<file path="config.mk">
export PLATFORM = sky130hd
export DESIGN_NAME = ulfe_cell
export DESIGN_NICKNAME = d
export VERILOG_FILES = /design/src/rtl/core/ulfe_pkg.sv /design/src/rtl/core/ulfe_cell.sv
export SDC_FILE = /design/constraint.sdc
export NUM_CORES = 1
export LEC_CHECK = 0
export ABC_AREA = 1
export BUFFER_PORTS_ARGS = -buffer_cell sky130_fd_sc_hd__buf_2
export CAP_MARGIN = 15
export CORE_MARGIN = 2
export CORE_UTILIZATION = 30
export CTS_CLUSTER_DIAMETER = 120
export DETAILED_ROUTE_END_ITERATION = 8
export HOLD_SLACK_MARGIN = 0.12
export SETUP_SLACK_MARGIN = 0.02
export SYNTH_ARGS = -nofsm -noshare
export SYNTH_HDL_FRONTEND = slang
export SYNTH_SLANG_ARGS = --single-unit
</file>
<file path="constraint.sdc">
create_clock -name clk -period 2.65 [get_ports clk]
set_input_delay 0.265 -clock clk [delete_from_list [all_inputs] [get_ports clk]]
set_output_delay 0.265 -clock clk [all_outputs]
set_load 0.01 [all_outputs]
</file>
<file path="src/rtl/core/ulfe_pkg.sv">
// ----------------------------------------------------------------------------
// ulfe_pkg
// Shared types and constants for the unique entry list with oldest-first
// eviction.
// ----------------------------------------------------------------------------
package ulfe_pkg;

  localparam int KEY_W       = 48;
  localparam int ADDR_W      = 32;
  localparam int PORT_W      = 16;
  localparam int IDX_W       = 6;
  localparam int OCC_W       = 7;
  localparam int OCC_MAX     = 127;
  localparam int CAPACITY_DF = 64;

  typedef enum logic [1:0] {
    ACT_INSERT = 2'd0,
    ACT_LOOKUP = 2'd1,
    ACT_REMOVE = 2'd2,
    ACT_READ   = 2'd3
  } act_t;

  // per-cell update control for a pending request
  typedef struct packed {
    logic shift;
    logic load;
  } cell_ctrl_t;

  function automatic logic key_is_null(input logic [KEY_W-1:0] k);
    key_is_null = (k[KEY_W-1:PORT_W] == '0) || (k[PORT_W-1:0] == '0);
  endfunction

endpackage

</file>
<file path="src/rtl/core/ulfe_cell.sv">
// ----------------------------------------------------------------------------
// ulfe_cell
// One list slot: holds or loads a key, compares it against the request key and
// takes the key of the slot above when the list closes up or shifts.
// ----------------------------------------------------------------------------
module ulfe_cell (
  input  logic                        clk,
  input  logic                        rst_n,
  input  logic                        cmp_en,
  input  logic [ulfe_pkg::KEY_W-1:0]  cmp_key,
  input  ulfe_pkg::cell_ctrl_t        ctrl,
  input  logic [ulfe_pkg::KEY_W-1:0]  load_key,
  input  logic [ulfe_pkg::KEY_W-1:0]  nbr_key,
  output logic [ulfe_pkg::KEY_W-1:0]  key_o,
  output logic                        match_o
);

  logic [ulfe_pkg::KEY_W-1:0] key_r;
  logic [ulfe_pkg::KEY_W-1:0] key_nxt;
  logic                       match_r;

  always_comb begin
    key_nxt = key_r;
    if (ctrl.load) begin
      key_nxt = load_key;
    end else if (ctrl.shift) begin
      key_nxt = nbr_key;
    end
  end

  always_ff @(posedge clk) begin
    if (!rst_n) begin
      key_r <= '0;
    end else begin
      key_r <= key_nxt;
    end
  end

  always_ff @(posedge clk) begin
    if (cmp_en) begin
      match_r <= (key_r == cmp_key);
    end
  end

  assign key_o   = key_r;
  assign match_o = match_r;

endmodule

</file>
Yosys cells after proc, flatten, opt, wreduce, memory -nomap -nowiden

Index checks and enable logic that the tools add are counted.

Input port bits: 149
Output and inout bits: 49
Register bits after elaboration: 49
Word-level logic and storage cells: 6

Eq/ne operators: 1
Mux-type cells: 2
Reductions and logical operators: 1

Operators with widths:

| operator          | number |
|---|---|
| $mux 48           | 2 |
| $eq 48x48->1      | 1 |
| $reduce_bool 2->1 | 1 |

Logic depth before layout (Yosys ltp)

Gate-level depths: netlist (run 1).

Word-level depth: 2
Gate-level depth with buffers: 9
Depth with buffers taken out: 9

Worst setup path before layout (run 1)

No wires, ideal clock.

Path type: input port to flip-flop
From: in ctrl[0] in the netlist's numbering
To: reg key_r, in the netlist key_o[41]
Path buffers: 3
Cell stages on the path: 7
Slack: 1529 ps
Arrival: 1065 ps
Setup time: 56 ps
Required time: 2594 ps
Cells stage by stage: buf_6 -> or2_4 -> buf_6 -> buf_6 -> nor2_1 -> o21ai_1 -> inv_1

Longest elaborated chain between the ends: 1
Elaborated cells between the ends (all ways): 2
Classes of those cells: mux (1); reduce/logical (1)

RTL lines:

| what                                         | line            | text |
|---|---|---|
| start, declared                              | ulfe_cell.sv:11 | `input ulfe_pkg::cell_ctrl_t ctrl,` |
| $mux 48 or $reduce_bool 2->1 (tied branches) | n/a             |  |
| end signal, assigned                         | ulfe_cell.sv:35 | `key_r <= key_nxt;` |
| end, declared                                | ulfe_cell.sv:18 | `logic [ulfe_pkg::KEY_W-1:0] key_r;` |

Several ways; a longest one is shown, not always the timed one.
A chain may end at the register's enable or synchronous reset.

Final worst setup path (run 1)

From: in ctrl[1] in the netlist's numbering
To: reg key_r, in the netlist key_o[0]

Longest elaborated chain between the ends: 1

RTL lines:

| what |
|---|
| $reduce_bool 2->1 (no source line) |

Every way passes these cells.

==> results of run 1 <==
logic make-up after synthesis:
| kind of cell | Yosys count | synth area share |
|---|---|---|
| xor gates and xnor gates | 42 | 0.116 |
| AOI/OAI and AO/OA | 78 | 0.138 |
| and+or+nand+nor | 202 | 0.266 |
| buffers and inverters | 128 | 0.166 |
| DFF | 49 | 0.314 |
where the power goes:
part           internal, mW  switching [mW]
Sequential            0.787          0.0447
Combinational         0.228           0.248
Clock                 0.188           0.236
Total                  1.20           0.528
per-stage QoR:
stage | instances | setup WS, ns
final | 818 | 1.09
after global routing | 818 | 0.914
after CTS | 818 | 1.07
after detailed placement | 810 | 0.752
after global placement | 810 | 0.748
after floorplan | 499 | 1.53
metal layers:
layer | GRT usage | vias to the layer above
li1 | - | 1862
met1 | 0.203 | 1500
met2 | 0.305 | 103
met3 | 0.0255 | 7
met4 | 0.0362 | 0
met5 | 0 | -
registers in the layout, summed over array words and instances, names as in the netlist:
signal   cells
key_o       48
match_o      1
worst max-delay path, cell delays in order:
cell and delay [ns]:
buf_2 0.47, or2_4 0.67, nor2_1 0.09, o21ai_0 0.17
inv_1 0.05
final timing paths:
check	from	slack, ns	to	cells after the start
worst min-delay path	cmp_en	0.17	match_o	1
worst max-delay path	ctrl[1]	1.09	key_o[0]	5
worst max register to register	key_o[15]	1.36	match_o	7
worst min register to register	key_o[4]	0.59	key_o[4]	4
layout make-up:
type	count	area, µm²
fill	1126	6000
sequential	49	991
timing repair buffer	200	1010
multi-input combinational	322	1640
tap	136	170
inverter	103	387
clock buffer	8	80.1
cells in the final DEF (no fill, tap or decap), drive strengths merged, types with 4 or more instances in the layout:
master	Yosys	layout
buf	16	200
nand2	136	136
inv	102	102
o21ai	60	60
dfxtp	48	48
nor2	43	43
xnor2	42	42
nand3	18	18
o211ai	18	18
clkbuf	9	8
nand4	4	4
==> impl_metrics.py, run 1 <==
metrics = {
    "status": {
        "status": "completed",
    },
    "final_layout": {
        "final_util": 0.416,
        "nets": 830,
        "drive_above_1_share": 0.328,
        "syn_to_final_growth_pct": 35.5,
        "insertedDiodeCount": 0,
        "stdcell_area_um2": 4280,
    },
    "logic_synthesis": {
        "avgSynthCellArea_um2": 6.33,
        "synthTopCellsByCount": "nand2_1, inv_1, dfxtp_1",
        "seq_area_frac_synth": 0.314,
        "syn_area_um2": 3160,
        "synth_cells": 499,
        "synth.most_common_cell": "nand2_1",
        "ys_types": 18,
        "synth_top_cell_by_area": "dfxtp_1",
        "synth-main-ff-cell": "dfxtp_1",
        "ys.warnings.count": 0,
        "synth.top_cell.area_share": 0.304,
        "syn_nets": 648,
        "synth-async-reset-ratio": 0,
        "synth_edf_count": 1,
        "ys_seq_elements": 49,
        "synth_top_cells_by_area": "dfxtp_1, nand2_1, inv_1",
    },
    "sta": {
        "maxSlewViolCount": 0,
        "fin_crit_sh": 0.589,
        "clock.fmax_mhz": 641,
        "slew-limit-headroom": 0.442,
        "hold_violations": 0,
        "skew_ns": 0.00418,
        "setup_violations": 0,
        "finalHoldWorstSlack_ns": 0.168,
        "fin_crit_ns": 1.56,
        "grt_setup_unrepaired": "false",
        "worstMarginPinSlew_ns": 0.837,
        "final.setup.tns_ns": 0,
    },
    "place": {
        "placed_cell_area_um2": 4200,
        "place.gp.congestion": 0.799,
        "dpl.hpwl_um": 7520,
        "port_buffers": 197,
    },
    "global_routing": {
        "grt_max_degree": 49,
        "grt_remaining_overflow": 0,
        "grt_pass1_wl_um": 15200,
        "track_usage": 0.166,
        "grt_antenna_before_repair": 0,
        "grt_pass1_vias": 3206,
    },
    "detailed_routing": {
        "drtPass1Iterations": 4,
        "vias": 3472,
        "wire_per_inst_um": 11.6,
        "drtAntennaViolNets": 0,
        "met2_length_um": 4750,
        "via_per_inst": 4.24,
        "drtIter0Drc": 147,
        "wirelength_um": 9490,
        "drc_errors": 0,
        "m1WireLength_um": 4070,
        "dr_wl_met3_um": 580,
        "top_layer": "met4",
    },
    "die": {
        "die_area_um2": 11400,
        "core_area_um2": 10300,
        "die_w_um": 107,
        "io_pins": 198,
        "initial_core_util": 0.307,
        "die_y_um": 107,
        "rows": 37,
    },
    "setup_path": {
        "end_kind": "flop",
        "worstPathRequired_ns": 2.85,
        "cp_data_arrival_time_ns": 1.76,
        "path_class": "in -> reg",
        "critical_path_peak_fanout": 48,
        "startpoint_type": "input pin",
    },
    "clock_tree": {
        "cts.root.buffer_cell": "clkbuf_8",
        "clk_path_buf_depth": 2,
        "cts_setup_buffers": 0,
        "cts.repair.resized": 0,
        "worstSkewPairLatency_ns": 0.30,
        "h-tree-depth": 2,
        "cts_tree": "yes",
        "cts_made_buffers": 5,
        "clock_sinks": 49,
        "hold_buffers": 0,
        "cts.clk_slew.worst_paths_ns": 0.08,
    },
    "power": {
        "power.leakage_nw": 2.36,
        "power.density_nw_per_um2": 405,
        "vdd_ir_drop_max_mv": 0.193,
        "p_total_mw": 1.73,
    },
    "flow_run": {
        "drv_cap": 0,
    },
    "worst_hold_path": {
        "worst_hold_path_type": "in -> reg",
    },
}
(Power assumes the default switching activity.)
==> inputs of run 2 (changes only) <==
==> constraint.sdc (replaced) <==
create_clock -name clk -period 1.6 [get_ports clk]
set_input_delay 0.16 -clock clk [delete_from_list [all_inputs] [get_ports clk]]
set_output_delay 0.16 -clock clk [all_outputs]
set_load 0.01 [all_outputs]
==> impl_metrics.py, run 2 (synthesized netlist as in run 1, its figures left out) <==
metrics = {
    "status": {
        "status": "completed",
    },
    "global_routing": {
        "grt_antenna_before_repair": 0,
        "track_usage": 0.170,
        "grt_remaining_overflow": 0,
        "grt_pass1_vias": 3392,
        "grt_max_degree": 36,
        "grt_pass1_wl_um": 15500,
    },
    "sta": {
        "fin_crit_sh": 0.800,
        "setup_violations": 0,
        "grt_setup_unrepaired": "false",
        "worst_slack_ns": 0.320,
        "final.setup.tns_ns": 0,
        "finalHoldWorstSlack_ns": 0.160,
        "slew-limit-headroom": 0.704,
        "skew_ns": 0.00884,
        "clock.fmax_mhz": 781,
        "maxSlewViolCount": 0,
        "hold_violations": 0,
        "worstMarginPinSlew_ns": 0.445,
        "fin_crit_ns": 1.28,
    },
    "setup_path": {
        "crit_chain": "xnor2_1, nand2_1, nor2_1, nand2_1, nor2_1, nand2_1, nor2_1",
        "path_class": "reg -> reg",
        "end_kind": "flop",
        "worstPathRequired_ns": 1.78,
        "ff2ff_setup_slack_ns": 0.32,
        "critical_path_peak_fanout": 3,
        "startpoint_type": "flop",
        "cp_data_arrival_time_ns": 1.46,
        "crit_slowest_cell": "dfxtp_1",
        "cpPeakStageDelay_ns": 0.40,
    },
    "detailed_routing": {
        "wire_per_inst_um": 11.8,
        "drtIter0Drc": 143,
        "drtAntennaViolNets": 0,
        "wirelength_um": 9700,
        "vias": 3478,
        "via_per_inst": 4.22,
        "drc_errors": 0,
        "drtPass1Iterations": 4,
    },
    "final_layout": {
        "final_cell_mix": "buf_2, nand2_1, inv_1",
        "nets": 837,
        "syn_to_final_growth_pct": 38.0,
        "fillerInstances": 1126,
        "layout_commonest_cell": "buf_2",
        "final_util": 0.424,
        "stdcell_area_um2": 4360,
        "insertedDiodeCount": 0,
        "drive_above_1_share": 0.336,
        "largest_register_ff_count": 48,
    },
    "clock_tree": {
        "cts_made_buffers": 5,
        "clk_path_buf_depth": 2,
        "cts.clk_slew.worst_paths_ns": 0.09,
        "clock_sinks": 49,
        "cts.root.buffer_cell": "clkbuf_8",
        "cts_setup_buffers": 0,
        "worstSkewPairLatency_ns": 0.30,
        "h-tree-depth": 2,
        "cts_tree": "yes",
    },
    "die": {
        "io_pins": 198,
        "core_area_um2": 10300,
        "die_area_um2": 11400,
        "die_w_um": 107,
        "die_y_um": 107,
        "initial_core_util": 0.307,
        "rows": 37,
    },
    "power": {
        "vdd_ir_drop_max_mv": 0.322,
        "power.leakage_nw": 2.40,
        "power.density_nw_per_um2": 665,
    },
    "worst_hold_path": {
        "worst_hold_path_type": "in -> reg",
    },
    "place": {
        "dpl.hpwl_um": 7870,
        "preCtsSetupSlack_ns": 0.339,
        "port_buffers": 197,
        "placed_cell_area_um2": 4270,
        "place.gp.congestion": 0.835,
    },
    "flow_run": {
        "drv_cap": 0,
    },
}
-- run 2: cell types whose count changed in the layout (fill, tap and decap cells not counted), sizes merged --
cell         previous run  this run
clkinv                  1         2
buf                   200       206
clkbuf                  8         6
dlygate4sd3             0         1
-- run 2: through the flow --
step,cells,power (mW)
2_1_floorplan,499,1.85
3_3_place_gp,816,2.21
3_5_place_dp,816,2.23
4_1_cts,824,2.95
5_1_grt,824,3.09
6_report,824,2.90
-- run 2: path summary, 6_finish.rpt --
check / end / startpoint / depth (start not counted)
min: key_o[19] / load_key[19] / 5
max: match_o / key_o[11] / 7
max reg2reg: match_o / key_o[11] / 7
min reg2reg: key_o[35] / key_o[35] / 4
-- run 2: critical path, delay by kind of cell, from the launching register on --
family / cells / cell delay, ns
and+or+nand+nor: 6 / 0.60
xor gates and xnor gates: 1 / 0.15
DFF: 1 / 0.40
-- run 2: repair_timing --
action / in CTS / in global routing
resized for setup: 0 / 0
hold endpoints to repair: 1 / 0
hold buffers: 1 / 0
-- run 2: power by group --
group	internal, mW	switching, mW	total [mW]
Combinational	0.396	0.418	0.814
Clock	0.298	0.410	0.709
Sequential	1.30	0.0726	1.38
Total	2.00	0.901	2.90
-- run 2: layout make-up --
cell class              count  area, µm²  area share
clock buffers               6       72.6      0.0167
flip-flops and latches     49        991       0.227
repair buffers            207       1090       0.250
well taps                 136        170      0.0390
inverters                 103        387      0.0887
multi-input cells         322       1640       0.377
clock inverters             1       5.00     0.00115
-- run 2: per-layer routing --
layer / up-vias / GRT usage / wire length (µm)
li1: 1871 / - / -
met1: 1491 / 0.210 / 4270
met4: 0 / 0.0417 / 106
met3: 7 / 0.0322 / 585
met2: 109 / 0.303 / 4740
met5: - / 0 / 0
